**src/spadd_pkg.sv**
```systemverilog
// Shared types and constants for the sparse polynomial add/merge block.
package spadd_pkg;

	// Field widths of the request and result words.
	localparam int COEF_W = 16;
	localparam int EXP_W = 8;
	localparam int SUM_W = 17;
	localparam int REQ_W = 2;

	// Request codes as they arrive on the input port.
	localparam logic [REQ_W-1:0] REQ_LOAD_FIRST = 2'd0;
	localparam logic [REQ_W-1:0] REQ_LOAD_SECOND = 2'd1;
	localparam logic [REQ_W-1:0] REQ_START = 2'd2;

	// Depth of the command queue between the front and the back.
	localparam int QUEUE_DEPTH = 4;

	// Classified command kinds carried through the queue.
	typedef enum logic [1:0] {
		CMD_LOAD_FIRST = 2'd0,
		CMD_LOAD_SECOND = 2'd1,
		CMD_START = 2'd2
	} cmd_kind_t;

	// One classified command word.
	typedef struct packed {
		cmd_kind_t kind;
		logic signed [COEF_W-1:0] coef;
		logic [EXP_W-1:0] expo;
	} cmd_t;

endpackage

```
**src/spadd_front.sv**
```systemverilog
// Front end: accepts request words, drops unused codes and classifies the rest.
module spadd_front (
	input logic clk,
	input logic arst_n,
	input logic in_valid,
	output logic in_ready,
	input logic [spadd_pkg::REQ_W-1:0] req_type,
	input logic signed [spadd_pkg::COEF_W-1:0] term_coefficient,
	input logic [spadd_pkg::EXP_W-1:0] term_exponent,
	output logic push_valid,
	input logic push_ready,
	output spadd_pkg::cmd_t push_cmd
);

	logic cmd_valid_s1;
	spadd_pkg::cmd_t cmd_s1;
	spadd_pkg::cmd_t cmd_class;
	logic cmd_known;
	logic in_fire;

	// The stage frees up when empty or when its word moves into the queue.
	assign in_ready = !cmd_valid_s1 || push_ready;
	assign in_fire = in_valid && in_ready;
	assign push_valid = cmd_valid_s1;
	assign push_cmd = cmd_s1;

	// Map the request code onto a command kind; the unused code is dropped.
	always_comb begin
		cmd_class.coef = term_coefficient;
		cmd_class.expo = term_exponent;
		cmd_class.kind = spadd_pkg::CMD_START;
		cmd_known = 1'b1;
		unique case (req_type)
			spadd_pkg::REQ_LOAD_FIRST: cmd_class.kind = spadd_pkg::CMD_LOAD_FIRST;
			spadd_pkg::REQ_LOAD_SECOND: cmd_class.kind = spadd_pkg::CMD_LOAD_SECOND;
			spadd_pkg::REQ_START: cmd_class.kind = spadd_pkg::CMD_START;
			default: cmd_known = 1'b0;
		endcase
	end

	// Valid bit of the classify stage.
	always_ff @(posedge clk or negedge arst_n) begin
		if (!arst_n) begin
			cmd_valid_s1 <= 1'b0;
		end else if (in_fire) begin
			cmd_valid_s1 <= cmd_known;
		end else if (push_ready) begin
			cmd_valid_s1 <= 1'b0;
		end
	end

	// Payload of the classify stage.
	always_ff @(posedge clk) begin
		if (in_fire) begin
			cmd_s1 <= cmd_class;
		end
	end

endmodule

```
**src/spadd_queue.sv**
```systemverilog
// Short command queue that decouples the front end from the merge engine.
module spadd_queue (
	input logic clk,
	input logic arst_n,
	input logic push_valid,
	output logic push_ready,
	input spadd_pkg::cmd_t push_cmd,
	output logic pop_valid,
	input logic pop_ready,
	output spadd_pkg::cmd_t pop_cmd
);

	localparam int PTR_W = $clog2(spadd_pkg::QUEUE_DEPTH);
	localparam int CNT_W = $clog2(spadd_pkg::QUEUE_DEPTH + 1);

	spadd_pkg::cmd_t mem_q [spadd_pkg::QUEUE_DEPTH];
	logic [PTR_W-1:0] wr_ptr_q;
	logic [PTR_W-1:0] rd_ptr_q;
	logic [CNT_W-1:0] cnt_q;
	logic push_fire;
	logic pop_fire;

	assign push_ready = cnt_q != CNT_W'(spadd_pkg::QUEUE_DEPTH);
	assign pop_valid = cnt_q != '0;
	assign pop_cmd = mem_q[rd_ptr_q];
	assign push_fire = push_valid && push_ready;
	assign pop_fire = pop_valid && pop_ready;

	// Pointers and fill count.
	always_ff @(posedge clk or negedge arst_n) begin
		if (!arst_n) begin
			wr_ptr_q <= '0;
			rd_ptr_q <= '0;
			cnt_q <= '0;
		end else begin
			if (push_fire) begin
				wr_ptr_q <= wr_ptr_q + PTR_W'(1);
			end
			if (pop_fire) begin
				rd_ptr_q <= rd_ptr_q + PTR_W'(1);
			end
			if (push_fire && !pop_fire) begin
				cnt_q <= cnt_q + CNT_W'(1);
			end else if (pop_fire && !push_fire) begin
				cnt_q <= cnt_q - CNT_W'(1);
			end
		end
	end

	// Queue storage.
	always_ff @(posedge clk) begin
		if (push_fire) begin
			mem_q[wr_ptr_q] <= push_cmd;
		end
	end

endmodule

```
**src/spadd_back.sv**
```systemverilog
// Back end: holds both term lists and runs the merge, one result word per cycle while out_ready does not stall it.
module spadd_back #(
	parameter int MAX_TERMS = 16
) (
	input logic clk,
	input logic arst_n,
	input logic q_valid,
	input spadd_pkg::cmd_t q_cmd,
	output logic q_pop,
	output logic out_valid,
	input logic out_ready,
	output logic signed [spadd_pkg::SUM_W-1:0] sum_coefficient,
	output logic [spadd_pkg::EXP_W-1:0] sum_exponent,
	output logic last_term,
	output logic empty_result,
	output logic terms_dropped
);

	localparam int CNT_W = $clog2(MAX_TERMS + 1);
	localparam int IDX_W = (MAX_TERMS > 1) ? $clog2(MAX_TERMS) : 1;

	typedef enum logic {
		ST_IDLE,
		ST_MERGE
	} state_t;

	state_t state_q;

	logic signed [spadd_pkg::COEF_W-1:0] first_coef_q [MAX_TERMS];
	logic [spadd_pkg::EXP_W-1:0] first_exp_q [MAX_TERMS];
	logic signed [spadd_pkg::COEF_W-1:0] second_coef_q [MAX_TERMS];
	logic [spadd_pkg::EXP_W-1:0] second_exp_q [MAX_TERMS];
	logic [CNT_W-1:0] first_cnt_q;
	logic [CNT_W-1:0] second_cnt_q;
	logic drop_q;
	logic [CNT_W-1:0] i_q;
	logic [CNT_W-1:0] j_q;

	logic out_valid_q;
	logic signed [spadd_pkg::SUM_W-1:0] coef_q;
	logic [spadd_pkg::EXP_W-1:0] exp_q;
	logic last_q;
	logic empty_q;
	logic dropped_q;

	logic slot_free;
	logic out_load;
	logic first_room;
	logic second_room;
	logic first_we;
	logic second_we;
	logic a_ok;
	logic b_ok;
	logic take_a;
	logic take_b;
	logic signed [spadd_pkg::COEF_W-1:0] a_coef;
	logic signed [spadd_pkg::COEF_W-1:0] b_coef;
	logic [spadd_pkg::EXP_W-1:0] a_exp;
	logic [spadd_pkg::EXP_W-1:0] b_exp;
	logic signed [spadd_pkg::SUM_W-1:0] sel_coef;
	logic [spadd_pkg::EXP_W-1:0] sel_exp;
	logic [CNT_W-1:0] i_nxt;
	logic [CNT_W-1:0] j_nxt;
	logic merge_last;

	assign out_valid = out_valid_q;
	assign sum_coefficient = coef_q;
	assign sum_exponent = exp_q;
	assign last_term = last_q;
	assign empty_result = empty_q;
	assign terms_dropped = dropped_q;

	// The output register can take a word when empty or being drained.
	assign slot_free = !out_valid_q || out_ready;

	// A command leaves the queue only in idle; a start also needs the output slot.
	assign q_pop = (state_q == ST_IDLE) && q_valid &&
		((q_cmd.kind != spadd_pkg::CMD_START) || slot_free);

	// A new word enters the output register on a merge step or an empty start.
	assign out_load = ((state_q == ST_MERGE) && slot_free) ||
		(q_pop && (q_cmd.kind == spadd_pkg::CMD_START) &&
		(first_cnt_q == '0) && (second_cnt_q == '0));

	assign first_room = first_cnt_q < CNT_W'(MAX_TERMS);
	assign second_room = second_cnt_q < CNT_W'(MAX_TERMS);
	assign first_we = q_pop && (q_cmd.kind == spadd_pkg::CMD_LOAD_FIRST) && first_room;
	assign second_we = q_pop && (q_cmd.kind == spadd_pkg::CMD_LOAD_SECOND) && second_room;

	// Head terms of both lists.
	assign a_coef = first_coef_q[i_q[IDX_W-1:0]];
	assign a_exp = first_exp_q[i_q[IDX_W-1:0]];
	assign b_coef = second_coef_q[j_q[IDX_W-1:0]];
	assign b_exp = second_exp_q[j_q[IDX_W-1:0]];

	// Merge step: equal exponents add, otherwise the higher exponent goes first,
	// and once one list is exhausted the other one is copied out.
	always_comb begin
		a_ok = i_q < first_cnt_q;
		b_ok = j_q < second_cnt_q;
		take_a = 1'b0;
		take_b = 1'b0;
		if (a_ok && b_ok && (a_exp == b_exp)) begin
			take_a = 1'b1;
			take_b = 1'b1;
		end else if (a_ok && (!b_ok || (a_exp > b_exp))) begin
			take_a = 1'b1;
		end else begin
			take_b = 1'b1;
		end
		sel_coef = (take_a ? spadd_pkg::SUM_W'(a_coef) : '0) +
			(take_b ? spadd_pkg::SUM_W'(b_coef) : '0);
		sel_exp = take_a ? a_exp : b_exp;
		i_nxt = i_q + CNT_W'(take_a);
		j_nxt = j_q + CNT_W'(take_b);
		merge_last = (i_nxt == first_cnt_q) && (j_nxt == second_cnt_q);
	end

	// Term list storage; entries beyond the counts are never read.
	always_ff @(posedge clk) begin
		if (first_we) begin
			first_coef_q[first_cnt_q[IDX_W-1:0]] <= q_cmd.coef;
			first_exp_q[first_cnt_q[IDX_W-1:0]] <= q_cmd.expo;
		end
		if (second_we) begin
			second_coef_q[second_cnt_q[IDX_W-1:0]] <= q_cmd.coef;
			second_exp_q[second_cnt_q[IDX_W-1:0]] <= q_cmd.expo;
		end
	end

	// Sequencer, list counts, drop flag and the output register.
	always_ff @(posedge clk or negedge arst_n) begin
		if (!arst_n) begin
			state_q <= ST_IDLE;
			first_cnt_q <= '0;
			second_cnt_q <= '0;
			drop_q <= 1'b0;
			i_q <= '0;
			j_q <= '0;
			out_valid_q <= 1'b0;
			coef_q <= '0;
			exp_q <= '0;
			last_q <= 1'b0;
			empty_q <= 1'b0;
			dropped_q <= 1'b0;
		end else begin
			if (out_load) begin
				out_valid_q <= 1'b1;
			end else if (out_ready) begin
				out_valid_q <= 1'b0;
			end
			unique case (state_q)
				ST_IDLE: begin
					if (q_pop) begin
						unique case (q_cmd.kind)
							spadd_pkg::CMD_LOAD_FIRST: begin
								if (first_room) begin
									first_cnt_q <= first_cnt_q + CNT_W'(1);
								end else begin
									drop_q <= 1'b1;
								end
							end
							spadd_pkg::CMD_LOAD_SECOND: begin
								if (second_room) begin
									second_cnt_q <= second_cnt_q + CNT_W'(1);
								end else begin
									drop_q <= 1'b1;
								end
							end
							spadd_pkg::CMD_START: begin
								if ((first_cnt_q == '0) && (second_cnt_q == '0)) begin
									// Both lists empty: a single flagged word.
									coef_q <= '0;
									exp_q <= '0;
									last_q <= 1'b1;
									empty_q <= 1'b1;
									dropped_q <= drop_q;
									drop_q <= 1'b0;
								end else begin
									i_q <= '0;
									j_q <= '0;
									state_q <= ST_MERGE;
								end
							end
							default: begin
							end
						endcase
					end
				end
				ST_MERGE: begin
					if (slot_free) begin
						coef_q <= sel_coef;
						exp_q <= sel_exp;
						last_q <= merge_last;
						empty_q <= 1'b0;
						dropped_q <= drop_q;
						i_q <= i_nxt;
						j_q <= j_nxt;
						if (merge_last) begin
							first_cnt_q <= '0;
							second_cnt_q <= '0;
							drop_q <= 1'b0;
							state_q <= ST_IDLE;
						end
					end
				end
				default: begin
					state_q <= ST_IDLE;
				end
			endcase
		end
	end

`ifndef SYNTHESIS
	// While merging, at least one list still has terms left.
	a_merge_work: assert property (@(posedge clk) disable iff (!arst_n)
		(state_q == ST_MERGE) |-> ((i_q < first_cnt_q) || (j_q < second_cnt_q)))
		else $error("merge running with both lists exhausted");

	// No queued command is taken while a merge is in progress.
	a_no_pop_merge: assert property (@(posedge clk) disable iff (!arst_n)
		(state_q == ST_MERGE) |-> !q_pop)
		else $error("queue popped during merge");

	// An empty-result word is always the last word of its merge.
	a_empty_last: assert property (@(posedge clk) disable iff (!arst_n)
		(out_valid_q && empty_q) |-> last_q)
		else $error("empty result not marked last");

	// Emitting the last term returns to idle with both lists cleared.
	a_last_clears: assert property (@(posedge clk) disable iff (!arst_n)
		((state_q == ST_MERGE) && slot_free && merge_last) |=>
		((state_q == ST_IDLE) && (first_cnt_q == '0) && (second_cnt_q == '0) && !drop_q))
		else $error("lists not cleared after merge");
`endif

endmodule

```
**src/sparse_polynomial_add_merge_core.sv**
```systemverilog
// Top level of the sparse polynomial add/merge block.
//
//   channel | direction | handshake           | fields
//   in      | to block  | in_valid/in_ready   | req_type, term_coefficient, term_exponent
//   out     | from blk  | out_valid/out_ready | sum_coefficient, sum_exponent, last_term,
//           |           |                     | empty_result, terms_dropped
//
// Loads are taken one per cycle while the path has room and reach the lists through the
// classify register and a four-word command queue.
// A start with terms gives n result words (at most 2*MAX_TERMS) from the merge engine,
// one comparator/adder step per word; an empty start gives a single flagged word.
// The input keeps accepting during a merge until the command queue fills.
// Reset clears the list counts, the drop flag, the queue and all valid bits;
// list contents are not cleared. A stall on out_ready holds the merge in place.
module sparse_polynomial_add_merge_core #(
	parameter int MAX_TERMS = 16
) (
	input logic clk,
	input logic arst_n,
	input logic in_valid,
	output logic in_ready,
	input logic [1:0] req_type,
	input logic signed [15:0] term_coefficient,
	input logic [7:0] term_exponent,
	output logic out_valid,
	input logic out_ready,
	output logic signed [16:0] sum_coefficient,
	output logic [7:0] sum_exponent,
	output logic last_term,
	output logic empty_result,
	output logic terms_dropped
);

	logic push_valid;
	logic push_ready;
	spadd_pkg::cmd_t push_cmd;
	logic pop_valid;
	logic pop_ready;
	spadd_pkg::cmd_t pop_cmd;

	// Accept and classify request words.
	spadd_front u_front (
		.clk (clk),
		.arst_n (arst_n),
		.in_valid (in_valid),
		.in_ready (in_ready),
		.req_type (req_type),
		.term_coefficient (term_coefficient),
		.term_exponent (term_exponent),
		.push_valid (push_valid),
		.push_ready (push_ready),
		.push_cmd (push_cmd)
	);

	// Command queue between the two halves.
	spadd_queue u_queue (
		.clk (clk),
		.arst_n (arst_n),
		.push_valid (push_valid),
		.push_ready (push_ready),
		.push_cmd (push_cmd),
		.pop_valid (pop_valid),
		.pop_ready (pop_ready),
		.pop_cmd (pop_cmd)
	);

	// Term lists and merge engine.
	spadd_back #(
		.MAX_TERMS (MAX_TERMS)
	) u_back (
		.clk (clk),
		.arst_n (arst_n),
		.q_valid (pop_valid),
		.q_cmd (pop_cmd),
		.q_pop (pop_ready),
		.out_valid (out_valid),
		.out_ready (out_ready),
		.sum_coefficient (sum_coefficient),
		.sum_exponent (sum_exponent),
		.last_term (last_term),
		.empty_result (empty_result),
		.terms_dropped (terms_dropped)
	);

endmodule
```
**config.mk**
```make
export PLATFORM = sky130hd
export DESIGN_NAME = sparse_polynomial_add_merge_core
export DESIGN_NICKNAME = d
export VERILOG_FILES = /design/src/spadd_pkg.sv /design/src/spadd_front.sv /design/src/spadd_queue.sv /design/src/spadd_back.sv /design/src/sparse_polynomial_add_merge_core.sv
export SDC_FILE = /design/constraint.sdc
export NUM_CORES = 1
export LEC_CHECK = 0
export BUFFER_PORTS_ARGS = -buffer_cell sky130_fd_sc_hd__buf_2
export CORE_ASPECT_RATIO = 0.9
export CORE_MARGIN = 2
export CORE_UTILIZATION = 50
export CTS_BUF_LIST = sky130_fd_sc_hd__clkbuf_2 sky130_fd_sc_hd__clkbuf_4 sky130_fd_sc_hd__clkbuf_8
export CTS_CLUSTER_SIZE = 16
export DETAILED_ROUTE_END_ITERATION = 7
export GPL_ROUTABILITY_DRIVEN = 0
export PLACE_DENSITY = 0.66
export SLEW_MARGIN = 0
export SYNTH_ARGS = -nofsm -noshare
export SYNTH_HDL_FRONTEND = slang
export SYNTH_SLANG_ARGS = --single-unit
```
**constraint.sdc**
```tcl
create_clock -name clk -period 6.8 [get_ports clk]
set_input_delay 1.36 -clock clk [delete_from_list [all_inputs] [get_ports clk]]
set_output_delay 1.36 -clock clk [all_outputs]
set_load 0.02 [all_outputs]
```
# Word-level counts from Yosys, hierarchy flattened
# Memory sizes are Yosys's and may differ from the RTL's.
# Index checks and enable logic that the tools add are counted.
[classes] addsub=9 magnitude_cmp=5 n_eq_ne=23 muxes=74 n_bitwise=1 reduce_logical=44
[ops] operator="17-bit 2-to-1 mux" count=6
[ops] operator="5-bit 2-to-1 mux" count=13
[ops] operator="8-bit 2-to-1 mux" count=5
[ops] operator="5-bit case mux with 2 select lines" count=4
[ops] operator="1-bit 2-to-1 mux" count=35
[ops] operator="17-bit case mux with 2 select lines" count=1
[ops] operator="1-bit logical AND" count=20
[ops] operator="17-bit adder" count=1
[ops] operator="2-bit inequality test, second input constant" count=8
[ops] operator="8-bit case mux with 2 select lines" count=1
[ops] operator="3-bit inequality test, second input constant" count=4
[ops] operator="5-bit by 1-bit adder with 5-bit output" count=2
[ops] operator="5-bit by 1-bit adder with 5-bit output, second input constant" count=2
[ops] operator="5-bit equality test" count=2
[ops] operator="5-bit zero test" count=2
[ops] operator="5-bit less-than comparator" count=2
[ops] operator="5-bit less-than comparator, second input constant" count=2
[ops] operator="1-bit case mux with 2 select lines" count=5
[ops] operator="5-bit AND reduction" count=2
[ops] operator="8-bit equality test" count=1
[ops] operator="8-bit greater-than comparator" count=1
[ops] operator="4-bit AND reduction" count=2
[ops] operator="7-bit AND reduction" count=1
[ops] operator="3-bit 2-to-1 mux" count=2
[ops] operator="16 further kinds" count=32
[word_totals] reg_bits=85 mem_bits_rw=872 in_bits=30 n_memories=5
[mem_list] name="u_back.first_coef_q" depth=16 word_bits=16 read_ports=1 rd_clocked_by_memory_dff=0 write_ports=1 line="spadd_back.sv:29" rtl="logic signed [spadd_pkg::COEF_W-1:0] first_coef_q [MAX_TERMS];"
[mem_list] name="u_back.second_coef_q" depth=16 word_bits=16 read_ports=1 rd_clocked_by_memory_dff=0 write_ports=1 line="spadd_back.sv:31" rtl="logic signed [spadd_pkg::COEF_W-1:0] second_coef_q [MAX_TERMS];"
[mem_list] name="u_back.first_exp_q" depth=16 word_bits=8 read_ports=1 rd_clocked_by_memory_dff=0 write_ports=1 line="spadd_back.sv:30" rtl="logic [spadd_pkg::EXP_W-1:0] first_exp_q [MAX_TERMS];"
[mem_list] name="u_back.second_exp_q" depth=16 word_bits=8 read_ports=1 rd_clocked_by_memory_dff=0 write_ports=1 line="spadd_back.sv:32" rtl="logic [spadd_pkg::EXP_W-1:0] second_exp_q [MAX_TERMS];"
[mem_list] name="u_queue.mem_q" depth=4 word_bits=26 read_ports=1 rd_clocked_by_memory_dff=0 write_ports=1 line="spadd_queue.sv:16" rtl="spadd_pkg::cmd_t mem_q [spadd_pkg::QUEUE_DEPTH];"

# Logic depth before layout (Yosys ltp)
[logic_depth] word_depth=12 depth_mapped=24

# Cells and area by module
# From an unflattened synthesis, not the netlist that was laid out.
[hier_totals] hier_cells=1818 hier_area_um2=38235.4
[modules_own_cells] module="spadd_back" n_inst=1 cells_each=1614 area_each_um2=33171.8 seq_area_each_um2=24338.3
[modules_own_cells] module="spadd_queue" n_inst=1 cells_each=171 area_each_um2=4211.5 seq_area_each_um2=3298.2
[modules_own_cells] module="spadd_front" n_inst=1 cells_each=33 area_each_um2=852.1 seq_area_each_um2=805.8

# Worst setup path after synthesis
# OpenSTA, ideal clock, no wires.
[synth_timing] kind="reg2reg" startpoint="register u_back.i_q[0]" endpoint="register u_back.first_cnt_q[2]" t_arrival_ps=5390 path_slack_ps=1269 stages_incl_launch_ff=23 synth_period_minus_slack_ps=5531 path_cell_list="dfrtp_1 > buf_2 > buf_2 > buf_4 > mux4_2 > a221o_1 > ha_1 > nand3_1 > o221a_2 > o31ai_2 > a21oi_1 > nor2_1 > clkbuf_2 > inv_1 > ha_1 > ha_1 > xor2_1 > nor4_1 > nand4_1 > or3_1 > clkbuf_1 > o21ai_0 > a31oi_1"
[synth_via] elab_chain_len=11 word_cells_on_any_way=19 cone_classes="2 x add/sub; 2 x order compare; 4 x eq/ne; 4 x mux; 6 x reduce/logical; 1 x memory"
[synth_lines] element="start, declared" line="spadd_back.sv:36" rtl="logic [CNT_W-1:0] i_q;"
[synth_lines] element="start signal, assigned" line="spadd_back.sv:197" rtl="i_q <= i_nxt;"
[synth_lines] element="memory read 16 x 8 bit"
[synth_lines] element="8-bit greater-than comparator" line="spadd_back.sv:106" rtl="end else if (a_ok && (!b_ok || (a_exp > b_exp))) begin"
[synth_lines] element="1-bit logical OR" line="spadd_back.sv:106"
[synth_lines] element="1-bit logical AND" line="spadd_back.sv:106"
[synth_lines] element="1-bit 2-to-1 mux" line="spadd_back.sv:106"
[synth_lines] element="1-bit 2-to-1 mux" line="spadd_back.sv:103" rtl="if (a_ok && b_ok && (a_exp == b_exp)) begin"
[synth_lines] element="5-bit by 1-bit adder with 5-bit output, on equally long branches" line="spadd_back.sv:114, spadd_back.sv:115"
[synth_lines] element="5-bit equality test" line="spadd_back.sv:116" rtl="merge_last = (i_nxt == first_cnt_q) && (j_nxt == second_cnt_q);"
[synth_lines] element="1-bit logical AND *" line="spadd_back.sv:116"
[synth_lines] element="2-bit inequality test (no line) *"
[synth_lines] element="5-bit AND reduction (no line) *"
[synth_lines] element="end signal, assigned" line="spadd_back.sv:158" rtl="first_cnt_q <= first_cnt_q + CNT_W'(1);"
[synth_lines] element="end, declared" line="spadd_back.sv:33" rtl="logic [CNT_W-1:0] first_cnt_q;"
# Mark *: on every way between the ends. The rest lies on a longest branch, timed or not.
# A chain may end at the register's enable or synchronous reset.

# Worst setup path in the final report
[layout_timing] startpoint="register u_back.i_q[0]" endpoint="register u_back.coef_q, in the netlist u_back.sum_coefficient[8]"
[layout_via] elab_chain_len=10 word_cells_on_any_way=18 cone_classes="1 x add/sub; 2 x order compare; 1 x eq/ne; 8 x mux; 4 x reduce/logical; 2 x memory"
[layout_lines] element="memory read 16 x 8 bit"
[layout_lines] element="8-bit greater-than comparator" line="spadd_back.sv:106"
[layout_lines] element="1-bit logical OR" line="spadd_back.sv:106"
[layout_lines] element="1-bit logical AND" line="spadd_back.sv:106"
[layout_lines] element="1-bit 2-to-1 mux" line="spadd_back.sv:106"
[layout_lines] element="1-bit 2-to-1 mux" line="spadd_back.sv:103"
[layout_lines] element="17-bit 2-to-1 mux, on equally long branches" line="spadd_back.sv:111, spadd_back.sv:112"
[layout_lines] element="17-bit adder *" line="spadd_back.sv:111" rtl="sel_coef = (take_a ? spadd_pkg::SUM_W'(a_coef) : '0) +"
[layout_lines] element="17-bit 2-to-1 mux *" line="spadd_back.sv:191" rtl="if (slot_free) begin"
[layout_lines] element="17-bit case mux with 2 select lines *" line="spadd_back.sv:152" rtl="unique case (state_q)"
[layout_lines] element="end signal, assigned" line="spadd_back.sv:192" rtl="coef_q <= sel_coef;"
[layout_lines] element="end, declared" line="spadd_back.sv:40" rtl="logic signed [spadd_pkg::SUM_W-1:0] coef_q;"
# Mark *: on every way between the ends. The rest lies on a longest branch, timed or not. The select of a mux whose other input is x is not followed.

==> results.json <==
{
  "place_inst": 2862,
  "synth-edff-count": 898,
  "ys_dominant_reg_cell": "sky130_fd_sc_hd__edfxtp_1",
  "die_wd_um": 295,
  "drive_above_1_share": 0.312,
  "fp.dieArea_um2": 78300,
  "initial_core_util": 0.507,
  "worst_setup_hold_path_clk_slew_ns": 0.06,
  "clock-skew-final_ns": 0.0342,
  "drt-vias-per-instance": 5.97,
  "final.min_clock_period_ns": 6.23,
  "std_cell_rows": 95,
  "post_cts.resized_instances": 0,
  "syn_nets": 1895,
  "fillers": 5502,
  "post-route-drc-count": 0,
  "overflow_left_after_global_routing": 0,
  "p_per_area_nw_per_um2": 457,
  "outcome": "finished clean",
  "clkSinkCount": 957,
  "detail_route.iter0.violations": 2027,
  "first_drt_pass_iteration_count": 6,
  "synth.top_cells.by_count": "sky130_fd_sc_hd__edfxtp_1 (898), sky130_fd_sc_hd__mux4_2 (256), sky130_fd_sc_hd__nand2_1 (65), sky130_fd_sc_hd__dfrtp_1 (59), sky130_fd_sc_hd__nor2_1 (51)",
  "clock.fmax_mhz": 161,
  "clockBufferDepth": 3,
  "post_cts.repair.setup_buffers": 0,
  "placement.setup.worst_slack_ns": 0.655,
  "finalSetupTns_ns": 0,
  "crit_arrival_ns": 6.88,
  "multiInputGateArea_um2": 9110,
  "hold_class": "flip-flop to flip-flop",
  "syn_avg_cell_area_um2": 21.0,
  "grt_setup_unrepaired": "false",
  "cp.required_ns": 7.46,
  "clock_insertion_delay_at_the_later_pin_of_the_skew_report_ns": 0.78,
  "critical_path_peak_fanout": 18,
  "cp-start-kind": "flip-flop",
  "setup_viol": 0,
  "register_area_um2": 28500,
  "synth.yosys.seq_area_share": 0.748,
  "fp.coreArea_um2": 75000,
  "timing_worst_slew_pin_value_ns": 1.16,
  "port_buffers": 59,
  "syn-cell-area_um2": 38000,
  "post_synthesis_instance_total": 1814,
  "vdd_drop_max_mv": 0.272,
  "synth_warnings": 0,
  "async_reset_ff_frac": 0.0617,
  "critPathKind": "flip-flop to flip-flop",
  "antenna_found_initial": 3,
  "cts_tree": "built",
  "synth.lib_cells_used.distinct": 64,
  "fin_ws_ns": 0.572,
  "cts_made_buffers": 150,
  "ys_ff_latch": 957,
  "hold_buffers": 0,
  "maxSlewHeadroom": 0.226,
  "power_leakage_nw": 14.0,
  "finish.net_count": 2077,
  "num_io_pins": 60,
  "grt_usage": 0.225,
  "dr_total_vias": 18700,
  "cts.htree.levels": 4,
  "post-synth-top-area-cell": "sky130_fd_sc_hd__edfxtp_1",
  "slew_viol_final": 0,
  "flow.area_growth_from_synthesis_pct": 12.3,
  "wl_mm": 85.6,
  "synthMostInstantiatedCell": "sky130_fd_sc_hd__edfxtp_1",
  "fp.dieH_um": 266,
  "grt_pass1_vias": 19100,
  "portion_of_synthesized_cell_area_occupied_by_the_leading_cell_type": 0.709,
  "synth.area.top_cells": "sky130_fd_sc_hd__edfxtp_1 (71%), sky130_fd_sc_hd__mux4_2 (15%), sky130_fd_sc_hd__dfrtp_1 (3.9%), sky130_fd_sc_hd__ha_1 (1.6%), sky130_fd_sc_hd__nand2_1 (0.64%)",
  "final_min_period_over_clock_period": 0.916,
  "grt_first_pass_wirelength_mm": 126,
  "grt_max_degree": 60,
  "non_filler_instance_count_after_layout": 3137,
  "detailed_place_hpwl_mm": 48.2,
  "finalHoldViolations": 0,
  "clock_tree.root_cell": "sky130_fd_sc_hd__clkbuf_8",
  "routedWlPerCell_um": 27.3,
  "setup.worst_path.end_class": "flip-flop",
  "timing.max_cap.violations": 0,
  "drt.antenna.violating_nets": 0
}
## routing by layer
metal / routed length (µm) / vias to the layer above / global-route usage
met5: 0 / - / 0
met4: 1570 / 0 / 0.0629
met3: 5830 / 135 / 0.0425
met2: 40300 / 748 / 0.345
met1: 37900 / 9986 / 0.334
li1: - / 7872 / -
## sequential cells by signal (all words and copies together) (netlist names), 8 cells and up
signal / cells
u_back.first_coef_q: 256
u_back.second_coef_q: 256
u_back.first_exp_q: 128
u_back.second_exp_q: 128
u_queue.mem_q: 104
u_front.push_cmd: 26
u_back.sum_coefficient: 17
u_back.sum_exponent: 8
## power by group
group          internal, W  switching [W]  total (W)
Sequential         0.00777       0.000518    0.00828
Clock              0.00257        0.00219    0.00476
Combinational      0.00255        0.00391    0.00645
## cell families after synthesis
kind of cell,after synthesis,share of synthesized area
AO/OA/AOI/OAI,156,0.0278
AND/OR/NAND/NOR,226,0.0302
multiplexers,269,0.155
adder cells (fa/ha/maj),51,0.0172
buffers and inverters,127,0.0150
XOR/XNOR,28,0.00645
flip-flops,957,0.748
## cell usage in the layout (no fill, tap or decap), types with 5 or more instances in the layout
cell type and n:
sky130_fd_sc_hd__edfxtp_1 898, sky130_fd_sc_hd__mux4_2 256, sky130_fd_sc_hd__clkbuf_8 156, sky130_fd_sc_hd__nand2_1 65, sky130_fd_sc_hd__buf_2 59, sky130_fd_sc_hd__buf_4 54, sky130_fd_sc_hd__dfrtp_1 53, sky130_fd_sc_hd__clkbuf_4 50
sky130_fd_sc_hd__ha_1 49, sky130_fd_sc_hd__inv_1 41, sky130_fd_sc_hd__clkinv_1 40, sky130_fd_sc_hd__o21ai_0 34, sky130_fd_sc_hd__a21oi_1 30, sky130_fd_sc_hd__nor2_1 28, sky130_fd_sc_hd__and2_1 24, sky130_fd_sc_hd__nor2_2 22
sky130_fd_sc_hd__nor2b_1 20, sky130_fd_sc_hd__nand3_1 19, sky130_fd_sc_hd__o211ai_1 19, sky130_fd_sc_hd__xnor2_1 14, sky130_fd_sc_hd__xor2_1 14, sky130_fd_sc_hd__clkinv_2 11, sky130_fd_sc_hd__a21o_1 10, sky130_fd_sc_hd__a22o_1 10
sky130_fd_sc_hd__mux2i_1 9, sky130_fd_sc_hd__a211oi_1 8, sky130_fd_sc_hd__nor3_1 8, sky130_fd_sc_hd__nor3_2 8, sky130_fd_sc_hd__a31oi_1 8, sky130_fd_sc_hd__o31ai_1 7, sky130_fd_sc_hd__a221o_1 7, sky130_fd_sc_hd__nand4_1 5
## cell type report
cell class                      count  share of cell area
Multi-Input combinational cell    730               0.213
Inverter                           43             0.00378
Tap cell                         1018              0.0298
Antenna cell                        3            0.000176
Timing Repair Buffer              114              0.0169
Clock inverter                     66              0.0105
Clock buffer                      206              0.0591
Sequential cell                   957               0.666
## metrics by stage
stage / hold slack [ns] / utilization / cell area, µm² / power, W
2_1_floorplan: 0.459 / - / 38000 / 0.0127
3_3_place_gp: 0.462 / 0.530 / 39700 / 0.0146
3_5_place_dp: 0.470 / 0.530 / 39700 / 0.0148
6_report: 0.474 / 0.569 / 42700 / 0.0195
4_1_cts: 0.483 / 0.569 / 42700 / 0.0196
5_1_grt: 0.509 / 0.569 / 42700 / 0.0204
## final timing paths
| path | from | endpoint | slack (ns) | cells after the start |
|---|---|---|---|---|
| setup reg to reg | u_back.i_q[0] | u_back.sum_coefficient[8] | 0.57 | 21 |
| max in group asynchronous | arst_n | u_back.i_q[1] | 5.35 | 2 |
| hold / removal | u_back.terms_dropped | u_back.terms_dropped | 0.47 | 2 |
| hold reg to reg | u_back.terms_dropped | u_back.terms_dropped | 0.47 | 2 |
| min in group asynchronous | arst_n | u_queue.wr_ptr_q[0] | 0.72 | 2 |
| setup / recovery | u_back.i_q[0] | u_back.sum_coefficient[8] | 0.57 | 21 |
## worst max-delay path: stages, from the launching register on
cell                      delay [ns]
sky130_fd_sc_hd__dfrtp_4        0.64
sky130_fd_sc_hd__buf_4          0.29
sky130_fd_sc_hd__mux4_2         0.52
sky130_fd_sc_hd__a22o_1         0.23
sky130_fd_sc_hd__a221o_1        0.33
sky130_fd_sc_hd__ha_1           0.33
sky130_fd_sc_hd__a21o_1         0.18
sky130_fd_sc_hd__a21oi_1        0.20
sky130_fd_sc_hd__o31ai_2        0.13
sky130_fd_sc_hd__nor3_4         0.32
sky130_fd_sc_hd__or2_1          0.41
sky130_fd_sc_hd__inv_2          0.22
sky130_fd_sc_hd__and2_1         0.19
sky130_fd_sc_hd__ha_1           0.22
sky130_fd_sc_hd__inv_1          0.09
sky130_fd_sc_hd__fa_1           0.21
sky130_fd_sc_hd__nor2b_1        0.07
sky130_fd_sc_hd__o31ai_1        0.43
sky130_fd_sc_hd__a21oi_1        0.27
sky130_fd_sc_hd__o21a_1         0.24
sky130_fd_sc_hd__or3_1          0.31
sky130_fd_sc_hd__a32o_1         0.25
(Power assumes the default switching activity.)
